## src/periodic_stream_scheduler_top_macros.svh

```systemverilog
// assertion macros for the periodic stream scheduler
// used by the files that carry concurrent checks; expects clk and rst_n in scope
`ifndef PERIODIC_STREAM_SCHEDULER_TOP_MACROS_SVH
`define PERIODIC_STREAM_SCHEDULER_TOP_MACROS_SVH

`ifndef ASSERT_OFF
`define PSS_ASSERT(lbl, prop, msg) \
    lbl: assert property (@(posedge clk) disable iff (!rst_n) prop) else $error(msg);
`define PSS_ASSERT_NEVER(lbl, expr, msg) \
    `PSS_ASSERT(lbl, !(expr), msg)
`else
`define PSS_ASSERT(lbl, prop, msg)
`define PSS_ASSERT_NEVER(lbl, expr, msg)
`endif

`endif

```

## src/pss_pkg.sv

```systemverilog
// shared types, constants and helpers of the periodic stream scheduler
// no dependencies; used by every other file of the block but the macros header
package pss_pkg;

    localparam int TIME_W          = 32;
    localparam int PERIOD_W        = 24;
    localparam int ID_W            = 8;
    localparam int DEF_W           = 57;
    localparam int NUM_DEFS        = 4;
    localparam int CFG_IDX_W       = 2;
    localparam int IDX_W           = 2;
    localparam int MASK_W          = 4;
    localparam int NUM_STREAMS_DEF = 4;
    localparam int REM_BITS        = 2;

    typedef enum logic [1:0] {
        OP_TICK    = 2'd0,
        OP_SET     = 2'd1,
        OP_READ    = 2'd2,
        OP_RESTART = 2'd3
    } op_e;

    typedef enum logic [2:0] {
        KIND_SENT    = 3'd0,
        KIND_SKIPPED = 3'd1,
        KIND_FAILED  = 3'd2,
        KIND_SET     = 3'd3,
        KIND_READ    = 3'd4,
        KIND_RESTART = 3'd5
    } kind_e;

    typedef struct packed {
        logic              enabled;
        logic [TIME_W-1:0] deadline;
    } entry_t;

    typedef struct packed {
        logic             rd_en;
        logic             wr_en;
        logic [IDX_W-1:0] idx;
        entry_t           wr_entry;
    } mem_req_t;

    typedef struct packed {
        logic                start;
        logic [TIME_W-1:0]   dividend;
        logic [PERIOD_W-1:0] divisor;
    } rem_req_t;

    typedef struct packed {
        logic                busy;
        logic                done;
        logic [PERIOD_W-1:0] rem;
    } rem_stat_t;

    typedef struct packed {
        kind_e            kind;
        logic [IDX_W-1:0] stream_idx;
        logic [ID_W-1:0]  out_id;
        logic             found;
        logic             enabled_flag;
        logic             last;
    } result_t;

    function automatic logic [PERIOD_W-1:0] def_period(input logic [DEF_W-1:0] d);
        return d[23:0];
    endfunction

    function automatic logic [PERIOD_W-1:0] def_phase(input logic [DEF_W-1:0] d);
        return d[47:24];
    endfunction

    function automatic logic [ID_W-1:0] def_id(input logic [DEF_W-1:0] d);
        return d[55:48];
    endfunction

    function automatic logic def_enable(input logic [DEF_W-1:0] d);
        return d[56];
    endfunction

endpackage

```

## src/pss_cmd_if.sv

```systemverilog
// command channel of the periodic stream scheduler: valid, ready and one command word
// depends on pss_pkg for field widths
interface pss_cmd_if;
    logic                             valid;
    logic                             ready;
    logic [1:0]                       op;
    logic [pss_pkg::TIME_W-1:0]       now_ms;
    logic [pss_pkg::ID_W-1:0]         stream_id;
    logic                             enable;
    logic [pss_pkg::MASK_W-1:0]       ready_mask;
    logic [pss_pkg::MASK_W-1:0]       fail_mask;

    modport source (output valid, op, now_ms, stream_id, enable, ready_mask, fail_mask,
                    input ready);
    modport sink (input valid, op, now_ms, stream_id, enable, ready_mask, fail_mask,
                  output ready);
endinterface

```

## src/pss_res_if.sv

```systemverilog
// result channel of the periodic stream scheduler: valid, ready and one result word
// depends on pss_pkg for field widths
interface pss_res_if;
    logic                        valid;
    logic                        ready;
    logic [2:0]                  kind;
    logic [pss_pkg::IDX_W-1:0]   stream_idx;
    logic [pss_pkg::ID_W-1:0]    out_id;
    logic                        found;
    logic                        enabled_flag;
    logic                        last;

    modport source (output valid, kind, stream_idx, out_id, found, enabled_flag, last,
                    input ready);
    modport sink (input valid, kind, stream_idx, out_id, found, enabled_flag, last,
                  output ready);
endinterface

```

## src/pss_rem.sv

```systemverilog
// iterative remainder unit for the deadline catch-up, two quotient bits per cycle
// depends on pss_pkg and periodic_stream_scheduler_top_macros.svh
`include "periodic_stream_scheduler_top_macros.svh"

module pss_rem
(
    input  logic                clk,
    input  logic                rst_n,
    input  pss_pkg::rem_req_t   req,
    output pss_pkg::rem_stat_t  stat
);

    localparam int TW    = pss_pkg::TIME_W;
    localparam int PW    = pss_pkg::PERIOD_W;
    localparam int STEPS = pss_pkg::TIME_W / pss_pkg::REM_BITS;
    localparam int CNT_W = $clog2(STEPS);
    localparam logic [CNT_W-1:0] CNT_LAST = CNT_W'(STEPS - 1);

    logic             busy_reg, busy_next;
    logic             done_reg, done_next;
    logic [CNT_W-1:0] cnt_reg, cnt_next;
    logic [TW-1:0]    dvd_reg, dvd_next;
    logic [PW-1:0]    rem_reg, rem_next;
    logic [PW-1:0]    dvs_reg, dvs_next;

    always_comb
    begin
        logic [PW:0]   t;
        logic [PW-1:0] r;
        logic [TW-1:0] q;
        busy_next = busy_reg;
        done_next = 1'b0;
        cnt_next  = cnt_reg;
        dvd_next  = dvd_reg;
        rem_next  = rem_reg;
        dvs_next  = dvs_reg;
        r = rem_reg;
        q = dvd_reg;
        t = '0;
        for (int i = 0; i < pss_pkg::REM_BITS; i++)
        begin
            t = {r, q[TW-1]};
            q = {q[TW-2:0], 1'b0};
            if (t >= {1'b0, dvs_reg})
            begin
                t = t - {1'b0, dvs_reg};
            end
            r = t[PW-1:0];
        end
        if (req.start)
        begin
            busy_next = 1'b1;
            cnt_next  = '0;
            dvd_next  = req.dividend;
            rem_next  = '0;
            dvs_next  = req.divisor;
        end
        else if (busy_reg)
        begin
            dvd_next = q;
            rem_next = r;
            cnt_next = cnt_reg + 1'b1;
            if (cnt_reg == CNT_LAST)
            begin
                busy_next = 1'b0;
                done_next = 1'b1;
            end
        end
    end

    always_ff @(posedge clk or negedge rst_n)
    begin
        if (!rst_n)
        begin
            busy_reg <= 1'b0;
            done_reg <= 1'b0;
            cnt_reg  <= '0;
        end
        else
        begin
            busy_reg <= busy_next;
            done_reg <= done_next;
            cnt_reg  <= cnt_next;
        end
    end

    always_ff @(posedge clk)
    begin
        dvd_reg <= dvd_next;
        rem_reg <= rem_next;
        dvs_reg <= dvs_next;
    end

    assign stat.busy = busy_reg;
    assign stat.done = done_reg;
    assign stat.rem  = rem_reg;

    `PSS_ASSERT(a_rem_below_divisor, done_reg |-> (rem_reg < dvs_reg), "remainder not below divisor")
    `PSS_ASSERT_NEVER(a_rem_busy_done, busy_reg && done_reg, "remainder unit busy and done")

endmodule

```

## src/pss_mem.sv

```systemverilog
// per-stream state memory: enable and deadline, registered read
// depends on pss_pkg; entries never written since reset read as zero
module pss_mem
#(
    parameter int NUM_STREAMS = pss_pkg::NUM_STREAMS_DEF
)
(
    input  logic               clk,
    input  logic               rst_n,
    input  pss_pkg::mem_req_t  req,
    output pss_pkg::entry_t    rd_entry
);

    localparam int AW = (NUM_STREAMS > 1) ? $clog2(NUM_STREAMS) : 1;

    pss_pkg::entry_t         mem_reg [NUM_STREAMS];
    logic [NUM_STREAMS-1:0]  valid_reg;
    pss_pkg::entry_t         rd_data_reg;
    logic                    rd_valid_reg;
    logic [AW-1:0]           addr;

    assign addr = req.idx[AW-1:0];

    always_ff @(posedge clk)
    begin
        if (req.wr_en)
        begin
            mem_reg[addr] <= req.wr_entry;
        end
        if (req.rd_en)
        begin
            rd_data_reg <= mem_reg[addr];
        end
    end

    always_ff @(posedge clk or negedge rst_n)
    begin
        if (!rst_n)
        begin
            valid_reg    <= '0;
            rd_valid_reg <= 1'b0;
        end
        else
        begin
            if (req.wr_en)
            begin
                valid_reg[addr] <= 1'b1;
            end
            if (req.rd_en)
            begin
                rd_valid_reg <= valid_reg[addr];
            end
        end
    end

    assign rd_entry = rd_valid_reg ? rd_data_reg : '0;

endmodule

```

## src/periodic_stream_scheduler_top.sv

```systemverilog
// Periodic stream scheduler. Each command word is taken only while the sequencer is idle;
// the sequencer then visits streams 0 to NUM_STREAMS-1 one at a time through the single
// port of the state memory, reading each stream, then evaluating it and writing it back;
// a stream that is not due is not written back, and a tick stops at a failed stream. For
// each sent or skipped stream with a nonzero period, the remainder unit finds the catch-up
// step (two bits per cycle over a 32-bit gap) before the write-back. Results leave through
// an output register; a tick holds back one result so that the last one can carry the last
// flag, and the walk waits while that register is still full. The user must write stream
// definitions on the cfg port only while the block is idle; the block does not enforce this.
// depends on pss_pkg, pss_cmd_if, pss_res_if, pss_rem, pss_mem and the macros header
`include "periodic_stream_scheduler_top_macros.svh"

module periodic_stream_scheduler_top
#(
    parameter int NUM_STREAMS = pss_pkg::NUM_STREAMS_DEF
)
(
    input  logic                            clk,
    input  logic                            rst_n,
    input  logic                            cfg_we,
    input  logic [pss_pkg::CFG_IDX_W-1:0]   cfg_index,
    input  logic [pss_pkg::DEF_W-1:0]       cfg_data,
    pss_cmd_if.sink                         cmd,
    pss_res_if.source                       res
);

    localparam int TW = pss_pkg::TIME_W;
    localparam int PW = pss_pkg::PERIOD_W;
    localparam int IW = pss_pkg::IDX_W;
    localparam int MW = pss_pkg::MASK_W;
    localparam logic [IW-1:0] K_LAST = IW'(NUM_STREAMS - 1);

    typedef enum logic [2:0] {
        S_IDLE,
        S_RD,
        S_EVAL,
        S_DIV,
        S_FIN
    } state_t;

    logic [pss_pkg::DEF_W-1:0] def_reg [pss_pkg::NUM_DEFS];

    state_t                         state_reg, state_next;
    logic [IW-1:0]                  k_reg, k_next;
    pss_pkg::op_e                   op_reg, op_next;
    logic [TW-1:0]                  now_reg, now_next;
    logic [pss_pkg::ID_W-1:0]       sid_reg, sid_next;
    logic                           en_reg, en_next;
    logic [MW-1:0]                  ready_reg, ready_next;
    logic [MW-1:0]                  fail_reg, fail_next;
    logic [TW-1:0]                  last_tick_reg, last_tick_next;
    logic                           found_reg, found_next;
    logic                           flag_reg, flag_next;
    logic                           pend_valid_reg, pend_valid_next;
    pss_pkg::result_t               pend_reg, pend_next;
    logic                           out_valid_reg, out_valid_next;
    pss_pkg::result_t               out_reg, out_next;

    pss_pkg::mem_req_t              mem_req;
    pss_pkg::entry_t                rd_entry;
    pss_pkg::rem_req_t              rem_req;
    pss_pkg::rem_stat_t             rem_stat;

    logic [pss_pkg::DEF_W-1:0]      def_cur;
    logic [PW-1:0]                  period;
    logic [pss_pkg::ID_W-1:0]       cur_id;
    logic [TW-1:0]                  diff;
    logic                           due;
    logic                           out_free;
    logic                           can_emit;
    logic                           adv;

    always_ff @(posedge clk or negedge rst_n)
    begin
        if (!rst_n)
        begin
            for (int i = 0; i < pss_pkg::NUM_DEFS; i++)
            begin
                def_reg[i] <= '0;
            end
        end
        else if (cfg_we)
        begin
            def_reg[cfg_index] <= cfg_data;
        end
    end

    pss_mem #(
        .NUM_STREAMS (NUM_STREAMS)
    ) u_mem (
        .clk      (clk),
        .rst_n    (rst_n),
        .req      (mem_req),
        .rd_entry (rd_entry)
    );

    pss_rem u_rem (
        .clk   (clk),
        .rst_n (rst_n),
        .req   (rem_req),
        .stat  (rem_stat)
    );

    assign def_cur  = def_reg[k_reg];
    assign period   = pss_pkg::def_period(def_cur);
    assign cur_id   = pss_pkg::def_id(def_cur);
    assign diff     = now_reg - rd_entry.deadline;
    assign due      = rd_entry.enabled && !diff[TW-1];
    assign out_free = !out_valid_reg || res.ready;
    assign can_emit = !pend_valid_reg || out_free;

    always_comb
    begin
        state_next      = state_reg;
        k_next          = k_reg;
        op_next         = op_reg;
        now_next        = now_reg;
        sid_next        = sid_reg;
        en_next         = en_reg;
        ready_next      = ready_reg;
        fail_next       = fail_reg;
        last_tick_next  = last_tick_reg;
        found_next      = found_reg;
        flag_next       = flag_reg;
        pend_valid_next = pend_valid_reg;
        pend_next       = pend_reg;
        out_valid_next  = out_valid_reg;
        out_next        = out_reg;
        mem_req         = '0;
        mem_req.idx     = k_reg;
        rem_req         = '0;
        adv             = 1'b0;

        if (out_valid_reg && res.ready)
        begin
            out_valid_next = 1'b0;
        end

        case (state_reg)
            S_IDLE:
            begin
                if (cmd.valid)
                begin
                    op_next         = pss_pkg::op_e'(cmd.op);
                    now_next        = cmd.now_ms;
                    sid_next        = cmd.stream_id;
                    en_next         = cmd.enable;
                    ready_next      = cmd.ready_mask;
                    fail_next       = cmd.fail_mask;
                    k_next          = '0;
                    found_next      = 1'b0;
                    flag_next       = 1'b0;
                    pend_valid_next = 1'b0;
                    if (pss_pkg::op_e'(cmd.op) == pss_pkg::OP_TICK)
                    begin
                        last_tick_next = cmd.now_ms;
                    end
                    state_next = S_RD;
                end
            end
            S_RD:
            begin
                mem_req.rd_en = 1'b1;
                state_next    = S_EVAL;
            end
            S_EVAL:
            begin
                case (op_reg)
                    pss_pkg::OP_TICK:
                    begin
                        if (!due)
                        begin
                            adv = 1'b1;
                        end
                        else if (can_emit)
                        begin
                            if (pend_valid_reg)
                            begin
                                out_valid_next = 1'b1;
                                out_next       = pend_reg;
                                out_next.last  = 1'b0;
                            end
                            pend_valid_next        = 1'b1;
                            pend_next.stream_idx   = k_reg;
                            pend_next.out_id       = cur_id;
                            pend_next.found        = 1'b0;
                            pend_next.enabled_flag = 1'b0;
                            pend_next.last         = 1'b0;
                            if (ready_reg[k_reg] && fail_reg[k_reg])
                            begin
                                pend_next.kind = pss_pkg::KIND_FAILED;
                                state_next     = S_FIN;
                            end
                            else
                            begin
                                pend_next.kind = ready_reg[k_reg] ? pss_pkg::KIND_SENT
                                                                  : pss_pkg::KIND_SKIPPED;
                                if (period == '0)
                                begin
                                    mem_req.wr_en             = 1'b1;
                                    mem_req.wr_entry.enabled  = 1'b1;
                                    mem_req.wr_entry.deadline = now_reg;
                                    adv                       = 1'b1;
                                end
                                else
                                begin
                                    rem_req.start    = 1'b1;
                                    rem_req.dividend = diff;
                                    rem_req.divisor  = period;
                                    state_next       = S_DIV;
                                end
                            end
                        end
                    end
                    pss_pkg::OP_SET:
                    begin
                        if (cur_id == sid_reg)
                        begin
                            mem_req.wr_en             = 1'b1;
                            mem_req.wr_entry.enabled  = en_reg;
                            mem_req.wr_entry.deadline = en_reg ? last_tick_reg
                                                               : rd_entry.deadline;
                            found_next                = 1'b1;
                        end
                        adv = 1'b1;
                    end
                    pss_pkg::OP_READ:
                    begin
                        if (cur_id == sid_reg && !found_reg)
                        begin
                            found_next = 1'b1;
                            flag_next  = rd_entry.enabled;
                        end
                        adv = 1'b1;
                    end
                    default:
                    begin
                        mem_req.wr_en             = 1'b1;
                        mem_req.wr_entry.enabled  = pss_pkg::def_enable(def_cur);
                        mem_req.wr_entry.deadline = TW'(pss_pkg::def_phase(def_cur));
                        adv                       = 1'b1;
                    end
                endcase
            end
            S_DIV:
            begin
                if (rem_stat.done)
                begin
                    mem_req.wr_en             = 1'b1;
                    mem_req.wr_entry.enabled  = 1'b1;
                    mem_req.wr_entry.deadline = now_reg - TW'(rem_stat.rem) + TW'(period);
                    adv                       = 1'b1;
                end
            end
            S_FIN:
            begin
                if (op_reg == pss_pkg::OP_TICK)
                begin
                    if (!pend_valid_reg)
                    begin
                        state_next = S_IDLE;
                    end
                    else if (out_free)
                    begin
                        out_valid_next  = 1'b1;
                        out_next        = pend_reg;
                        out_next.last   = 1'b1;
                        pend_valid_next = 1'b0;
                        state_next      = S_IDLE;
                    end
                end
                else if (out_free)
                begin
                    out_valid_next        = 1'b1;
                    out_next.stream_idx   = '0;
                    out_next.found        = found_reg;
                    out_next.enabled_flag = flag_reg;
                    out_next.last         = 1'b1;
                    case (op_reg)
                        pss_pkg::OP_SET:
                        begin
                            out_next.kind   = pss_pkg::KIND_SET;
                            out_next.out_id = sid_reg;
                        end
                        pss_pkg::OP_READ:
                        begin
                            out_next.kind   = pss_pkg::KIND_READ;
                            out_next.out_id = sid_reg;
                        end
                        default:
                        begin
                            out_next.kind   = pss_pkg::KIND_RESTART;
                            out_next.out_id = '0;
                        end
                    endcase
                    state_next = S_IDLE;
                end
            end
            default:
            begin
                state_next = S_IDLE;
            end
        endcase

        if (adv)
        begin
            if (k_reg == K_LAST)
            begin
                state_next = S_FIN;
            end
            else
            begin
                k_next     = k_reg + 1'b1;
                state_next = S_RD;
            end
        end
    end

    always_ff @(posedge clk or negedge rst_n)
    begin
        if (!rst_n)
        begin
            state_reg      <= S_IDLE;
            k_reg          <= '0;
            op_reg         <= pss_pkg::OP_TICK;
            now_reg        <= '0;
            sid_reg        <= '0;
            en_reg         <= 1'b0;
            ready_reg      <= '0;
            fail_reg       <= '0;
            last_tick_reg  <= '0;
            found_reg      <= 1'b0;
            flag_reg       <= 1'b0;
            pend_valid_reg <= 1'b0;
            pend_reg       <= '0;
            out_valid_reg  <= 1'b0;
            out_reg        <= '0;
        end
        else
        begin
            state_reg      <= state_next;
            k_reg          <= k_next;
            op_reg         <= op_next;
            now_reg        <= now_next;
            sid_reg        <= sid_next;
            en_reg         <= en_next;
            ready_reg      <= ready_next;
            fail_reg       <= fail_next;
            last_tick_reg  <= last_tick_next;
            found_reg      <= found_next;
            flag_reg       <= flag_next;
            pend_valid_reg <= pend_valid_next;
            pend_reg       <= pend_next;
            out_valid_reg  <= out_valid_next;
            out_reg        <= out_next;
        end
    end

    assign cmd.ready        = (state_reg == S_IDLE);
    assign res.valid        = out_valid_reg;
    assign res.kind         = out_reg.kind;
    assign res.stream_idx   = out_reg.stream_idx;
    assign res.out_id       = out_reg.out_id;
    assign res.found        = out_reg.found;
    assign res.enabled_flag = out_reg.enabled_flag;
    assign res.last         = out_reg.last;

    `PSS_ASSERT_NEVER(a_mem_no_rw, mem_req.rd_en && mem_req.wr_en, "state memory read and write together")
    `PSS_ASSERT(a_pend_tick_only, pend_valid_reg |-> (op_reg == pss_pkg::OP_TICK), "held result outside a tick")
    `PSS_ASSERT(a_div_has_unit, (state_reg == S_DIV) |-> (rem_stat.busy || rem_stat.done), "catch-up wait with idle remainder unit")
    `PSS_ASSERT(a_idle_no_pend, (state_reg == S_IDLE) |-> !pend_valid_reg, "held result left behind at idle")

endmodule
```

## src/flat_wrapper.sv

```systemverilog
// flat-port wrapper written by rule: the top's interface ports become plain ports
module periodic_stream_scheduler_top_flat 
#(
    parameter int NUM_STREAMS = pss_pkg::NUM_STREAMS_DEF
)
  (clk, rst_n, cfg_we, cfg_index, cfg_data, cmd_valid, cmd_op, cmd_now_ms, cmd_stream_id, cmd_enable, cmd_ready_mask, cmd_fail_mask, cmd_ready, res_valid, res_kind, res_stream_idx, res_out_id, res_found, res_enabled_flag, res_last, res_ready);
  pss_cmd_if cmd_i ();
  pss_res_if res_i ();
  input  logic clk;
  input  logic rst_n;
  input  logic cfg_we;
  input  logic [pss_pkg::CFG_IDX_W-1:0] cfg_index;
  input  logic [pss_pkg::DEF_W-1:0] cfg_data;
  input wire logic [$bits(cmd_i.valid)-1:0] cmd_valid;
  input wire logic [$bits(cmd_i.op)-1:0] cmd_op;
  input wire logic [$bits(cmd_i.now_ms)-1:0] cmd_now_ms;
  input wire logic [$bits(cmd_i.stream_id)-1:0] cmd_stream_id;
  input wire logic [$bits(cmd_i.enable)-1:0] cmd_enable;
  input wire logic [$bits(cmd_i.ready_mask)-1:0] cmd_ready_mask;
  input wire logic [$bits(cmd_i.fail_mask)-1:0] cmd_fail_mask;
  output wire logic [$bits(cmd_i.ready)-1:0] cmd_ready;
  output wire logic [$bits(res_i.valid)-1:0] res_valid;
  output wire logic [$bits(res_i.kind)-1:0] res_kind;
  output wire logic [$bits(res_i.stream_idx)-1:0] res_stream_idx;
  output wire logic [$bits(res_i.out_id)-1:0] res_out_id;
  output wire logic [$bits(res_i.found)-1:0] res_found;
  output wire logic [$bits(res_i.enabled_flag)-1:0] res_enabled_flag;
  output wire logic [$bits(res_i.last)-1:0] res_last;
  input wire logic [$bits(res_i.ready)-1:0] res_ready;
  assign cmd_i.valid = cmd_valid;
  assign cmd_i.op = cmd_op;
  assign cmd_i.now_ms = cmd_now_ms;
  assign cmd_i.stream_id = cmd_stream_id;
  assign cmd_i.enable = cmd_enable;
  assign cmd_i.ready_mask = cmd_ready_mask;
  assign cmd_i.fail_mask = cmd_fail_mask;
  assign cmd_ready = cmd_i.ready;
  assign res_valid = res_i.valid;
  assign res_kind = res_i.kind;
  assign res_stream_idx = res_i.stream_idx;
  assign res_out_id = res_i.out_id;
  assign res_found = res_i.found;
  assign res_enabled_flag = res_i.enabled_flag;
  assign res_last = res_i.last;
  assign res_i.ready = res_ready;
  periodic_stream_scheduler_top #(.NUM_STREAMS(NUM_STREAMS)) u_core (.clk(clk), .rst_n(rst_n), .cfg_we(cfg_we), .cfg_index(cfg_index), .cfg_data(cfg_data), .cmd(cmd_i), .res(res_i));
endmodule
```

## config.mk

```make
export PLATFORM = sky130hd
export DESIGN_NAME = periodic_stream_scheduler_top_flat
export DESIGN_NICKNAME = d
export VERILOG_FILES = /design/src/pss_pkg.sv /design/src/pss_cmd_if.sv /design/src/pss_res_if.sv /design/src/pss_rem.sv /design/src/pss_mem.sv /design/src/periodic_stream_scheduler_top.sv /design/src/flat_wrapper.sv
export VERILOG_INCLUDE_DIRS = /design/src /design/src/src
export SDC_FILE = /design/constraint.sdc
export NUM_CORES = 1
export LEC_CHECK = 0
export BUFFER_PORTS_ARGS = -buffer_cell sky130_fd_sc_hd__buf_2
export CORE_ASPECT_RATIO = 1.25
export CORE_MARGIN = 5
export CORE_UTILIZATION = 40
export DETAILED_ROUTE_END_ITERATION = 10
export SYNTH_ARGS = -nofsm -noshare
export SYNTH_HDL_FRONTEND = slang
export SYNTH_SLANG_ARGS = --single-unit
```

## constraint.sdc

```tcl
create_clock -name clk -period 5.28 [get_ports clk]
set_clock_uncertainty 0.05 [all_clocks]
set_input_delay 0.264 -clock clk [delete_from_list [all_inputs] [get_ports clk]]
set_output_delay 0.264 -clock clk [all_outputs]
set_load 0.01 [all_outputs]
```

* Yosys cells after proc, flatten, opt, wreduce, memory -nomap -nowiden *
Memories as Yosys holds them, arrays and structs flattened. A register that Yosys moved wholly into a read port is not among the register bits.
Cells that the tools add are included.

word-level totals
  register bits = 440
  RAM bits = 132
  input port bits = 115
  output and inout port bits = 18
  logic and storage cells = 224
  memories kept = 1

memories
  memory                depth  width  read ports  clocked after Yosys merged registers in  wr ports  RTL line       source
  u_core.u_mem.mem_reg  4      33     1           1                                        1         pss_mem.sv:16  pss_pkg::entry_t mem_reg [NUM_STREAMS];

operators by class
  add/subtract/negate cells = 7
  $lt $le $gt $ge = 7
  equality and inequality tests = 29
  mux-type cells = 109
  bitwise gates (word level) = 7
  reduce and logical (&&, ||, !) cells = 30

operators by type and width
  cell                  number
  $mux W57              9
  $mux W33              7
  $bwmux W228           1
  $mux W16              8
  $bmux W57 S2          1
  $demux W57 S2         1
  $pmux W33 S3          1
  $mux W32              3
  $pmux W33 S2          1
  $ge A25 B24 Y1        2
  $mux W24              2
  $sub A24 B24 Y24      2
  $mux W1               41
  $mux W3               12
  $add A32 B24 Y32      1
  $pmux W16 S2          1
  $sub A32 B24 Y32      1
  $sub A32 B32 Y32      1
  $logic_not A24 Y1     1
  $ne A2 B1 Y1 const B  8
  $ne A3 B1 Y1 const B  5
  $pmux W3 S5           1
  $ne A3 B2 Y1 const B  4
  $pmux W1 S2           6
  41 further kinds      69

* Logic depth before layout (Yosys ltp) *
  depth after elaboration = 13
  mapped depth = 25
  mapped depth without buffers = 23

* Hierarchy *
A second synthesis with hierarchy kept.

second synthesis, totals
  cells, all modules = 2801
  area total of the unflattened synthesis = 32895.3 um2

by module, submodules not included
  module                         instances  cells each  area an instance (um2)  sequential area each (um2)
  periodic_stream_scheduler_top  1          1874        20370.8                 8708.4
  pss_rem                        1          664         6328.6                  2312.2
  pss_mem                        1          263         6195.9                  5079.9

* Worst setup path before layout *
No wires, ideal clock.

  path kind = reg2reg
  start = register u_core.u_rem.dvs_reg[13]
  end = register u_core.u_rem.rem_reg[11]
  setup time = 86 ps
  arrival = 4698 ps
  required time = 5144 ps
  path slack = 447 ps
  cell stages (with the launch flop) = 24
  buffers on the path = 3
  clock period less this slack = 4833 ps
  cells stage by stage = edfxtp_1 -> inv_1 -> ha_1 -> a21o_1 -> a2111oi_2 -> a21oi_1 -> or3_1 -> o221ai_2 -> and2_1 -> clkbuf_1 -> buf_2 -> nand2_1 -> o21ai_0 -> ha_1 -> a21o_1 -> a31o_2 -> nor3_1 -> o211ai_1 -> nand2_1 -> o211ai_1 -> a211oi_2 -> clkbuf_1 -> a21oi_1 -> a211oi_1

on the way
  word-level cells in the longest chain between the ends = 4
  elaborated cells on any way between the ends = 6
  those cells by class = add/sub (2); order compare (2); mux (2)

ends and longest elaborated chain
  element                                             RTL line                      source
  start: declaration                                  pss_rem.sv:24                 logic [PW-1:0] dvs_reg, dvs_next;
  start signal: assignment                            pss_rem.sv:91                 dvs_reg <= dvs_next;
  $ge A25 B24 Y1 or $sub A24 B24 Y24 (tied branches)  pss_rem.sv:44, pss_rem.sv:46
  $mux W24                                            pss_rem.sv:44                 if (t >= {1'b0, dvs_reg})
  $sub A24 B24 Y24 or $ge A25 B24 Y1 (tied branches)  pss_rem.sv:46, pss_rem.sv:44
  $mux W24 (*)                                        pss_rem.sv:44
  end signal: assignment                              pss_rem.sv:90                 rem_reg <= rem_next;
  end: declaration                                    pss_rem.sv:23                 logic [PW-1:0] rem_reg, rem_next;

Every way passes the cells marked *; elsewhere a longest branch is shown, timed or not.
A chain may end at the register's enable or synchronous reset.

==> results.env <==
ROUTE.DETAILED.VIAS_PER_INST=5.49
STATIC_LEAK_uW=0.0156
WORST-R2R-SETUP-SLACK_NS=0.16
STATUS='completed'
END_KIND='flip-flop'
HTREEDEPTH=2
CRIT_ARRIVAL_NS=5.42
CP-ENDPOINT='u_core.u_mem.mem_reg[2][29]'
SYNTH_EDF_COUNT=221
REPORT.FINAL.HOLD_VIOL_COUNT=0
CRITICAL_PATH.REG2REG.STARTPOINT='u_core.k_reg[0]'
GRT_UTIL_ALL_LAYERS_PCT=20.2
STARTPOINT='u_core.k_reg[0]'
CRITICALPATHCATEGORY='flip-flop to flip-flop'
STARTING_DENSITY_OF_THE_CORE_PCT=40.4
POSTSYNTHREGISTERBITS=604
CLASSIFICATION_OF_THE_WORST_SLACK_HOLD_PATH='input pin to async pin'
ROUTED_WIRELENGTH_UM=88200
WORST_R2R_ENDPOINT='u_core.u_mem.mem_reg[2][29]'
AREA_DELTA_SYNTH_FINAL_PCT=18.0
SYNTHESIS.NETS=2903
ASYNC_FLOP_SHARE_PCT=59.4
MAX-VDD-IR-DROP_mV=0.304
POST_SYNTH_NUM_CELL_TYPES=82
DIE_X_UM=263
PLACE.DETAILED.HPWL_UM=64400
CORE.ROWCOUNT=115
POST_SYNTH_INSTANCE_AREA_UM2=31900
SYNTH_SEQUENTIAL_AREA_RATIO_PCT=50.5
GRT_OVERFLOW_TOTAL=0
GRT_PASS1_VIAS=23500
NUMBER_OF_MAXIMUM_CAPACITANCE_CONSTRAINT_VIOLATIONS=0
DETAIL_ROUTE.DRC_VIOLATIONS=0
DR.FIRST_ITER.DRC_COUNT=1384
LAYOUT_COMMON_CELLS='dfrtp_1, mux2_2, nand2_1'
FIN_TOTAL_PWR_uW=25400
GRT_ANTENNA_BEFORE_REPAIR=4
TNS_NS=0
DETAIL-ROUTE-ANTENNA-NETS=0
POST_SYNTH_INST_COUNT=2640
ROUTED-VIA-COUNT=22200
GRT_MAX_DEGREE=150
DR.PASS1.ITERS=8
OVERALL_DIE_HEIGHT_UM=326
FILLERS=7111
MAXCLOCKFREQUENCY_GHz=0.195
CTS_TREE='built'
R2R_CELLS=17
MULTI_INPUT_AREA_UM2=14900
CP_MAX_FO=14
LARGEST_REG_FLOPS=228
RSZ0062_AT_GRT='yes'
CTS_ROOT_BUFFER='clkbuf_16'
CLKSLEWWORSTSETUPHOLDPATHS_NS=0.07
COREAREA_UM2=79000
MAXSLEWVIOLCOUNT=0
DPL_WORST_SLACK_NS=-0.368
LAYOUT.CELLS.MOST_COMMON='dfrtp_1'
MAX_SLEW_MARGIN_PCT=27.2
NUMBER_OF_BUFFERS_CREATED_BY_CTS=61
WORST-SLEW-PIN-TRANSITION_NS=1.09
YOSYS_WARNINGS=0
IO_BUFFER_COUNT=132
INSERTION_DELAY_NS=0.65
REGAREA_UM2=16100
YOSYS_MOST_USED_DFF='dfrtp_1'
REQUIRED_NS=5.58
DRIVE_ABOVE_1_SHARE_PCT=26.6
FINAL_MIN_PERIOD_OVER_CLOCK_PERIOD_PCT=97.0
POST_SYNTH.CELL_AREA_AVG_UM2=12.1
POST-ROUTE-MIN-PERIOD_NS=5.12
POST_DRT_WL_PER_CELL_UM=21.8
FIN_WS_NS=0.160
POWER_PER_CELL_AREA_nW_PER_UM2=675
AREA_OF_THE_DIE_UM2=85600
CTS_MAX_PATH_BUFFERS=3
WORST_SETUP_PATH_START_KIND='flip-flop'
GRT_FIRST_PASS_WIRELENGTH_UM=138000
DESIGN.FINAL.NETS=3206
CTS_SINKS=604
SETUP_VIOLATIONS=0
IOS=133
PLACE.GP.CONGESTION=0.892
[cells in the mapped netlist (all sizes together) (25+ instances only)]
library cell | instances | area, um^2
a211oi | 36 | 280
a21o | 50 | 375
a21oi | 118 | 594
a221oi | 25 | 219
and2 | 36 | 225
buf | 35 | 191
clkbuf | 90 | 338
dfrtp | 359 | 8980
edfxtp | 221 | 6640
fa | 27 | 541
ha | 121 | 1510
inv | 153 | 574
mux2 | 306 | 3450
mux4 | 92 | 2070
nand2 | 229 | 860
nor2 | 108 | 405
nor3 | 30 | 155
o21ai | 165 | 830
o22ai | 32 | 200
xnor2 | 55 | 482
xor2 | 51 | 447
[where the power goes]
group          internal (uW)  switching [uW]
Combinational           6180            8150
Sequential              6040             744
Clock                   2410            1890
Total                  14600           10800
[through the flow]
stage,instances,hold slack [ns],utilization (%),instance area (um^2)
4_1_cts,4031,0.184,47.4,37400
2_1_floorplan,2640,-0.0816,-,31900
3_5_place_dp,3807,0.301,43.4,34300
3_3_place_gp,3807,0.296,43.4,34300
6_report,4050,0.186,47.7,37700
5_1_grt,4050,0.233,47.7,37700
[layer usage]
| layer | track usage, % | part of all wire, % |
|---|---|---|
| met1 | 26.3 | 42 |
| met2 | 35.0 | 50 |
| met3 | 2.57 | 4.3 |
| met4 | 6.79 | 3.5 |
| met5 | 0 | 0 |
[worst min-delay path by stage]
stage,from,slack (ns),end
final,rst_n,0.19,u_core.def_reg[131]
after global routing,cmd_valid,0.23,u_core.state_reg[0]
after CTS,cmd_valid,0.18,u_core.state_reg[0]
after detailed placement,rst_n,0.30,u_core.def_reg[186]
after global placement,rst_n,0.30,u_core.def_reg[72]
after floorplan,rst_n,-0.08,u_core.def_reg[0]
[critical path, stage by stage (launching register included)]
cell       delay [ns]
dfrtp_4          0.58
buf_4            0.17
mux4_2           0.38
inv_1            0.08
fa_1             0.54
inv_1            0.04
ha_1             0.34
and3_1           0.24
a221o_1          0.30
a21oi_1          0.14
o21ai_1          0.25
a2111oi_2        0.51
buf_4            0.20
nor2_1           0.05
or4_1            0.41
a31oi_1          0.22
xor2_1           0.16
o22ai_1          0.15
[kinds of logic (layout without fill, tap and decap cells)]
kind of cell,Yosys count,after routing,synth area share [%]
buf+inv,279,633,3.47
compound gates,557,557,11.2
fa+ha+maj,148,148,6.44
xor+xnor,106,106,2.91
flops,604,604,50.5
simple gates,536,536,7.81
mux,410,410,17.7
other cells,0,3,0
[timing repair]
| item | 4_1_cts | 5_1_grt |
|---|---|---|
| gates resized for setup | 5 | 29 |
| cloned | 0 | 0 |
| hold buffers | 110 | 0 |
| pin swaps | 0 | 15 |
| setup buffers | 0 | 16 |
| setup endpoints to repair | 17 | 36 |
| endpoints found under the hold margin | 405 | 0 |
[cell type report]
cell class                 count  share of cell area [%]
antenna                        3                  0.0199
clock buffer                  82                    4.40
clock inverter                32                   0.857
inverter                     154                    1.53
multi-input combinational   1757                    39.5
sequential                   604                    42.8
tap                         1053                    3.50
timing repair buffer         365                    7.40
(Power assumes the default switching activity.)
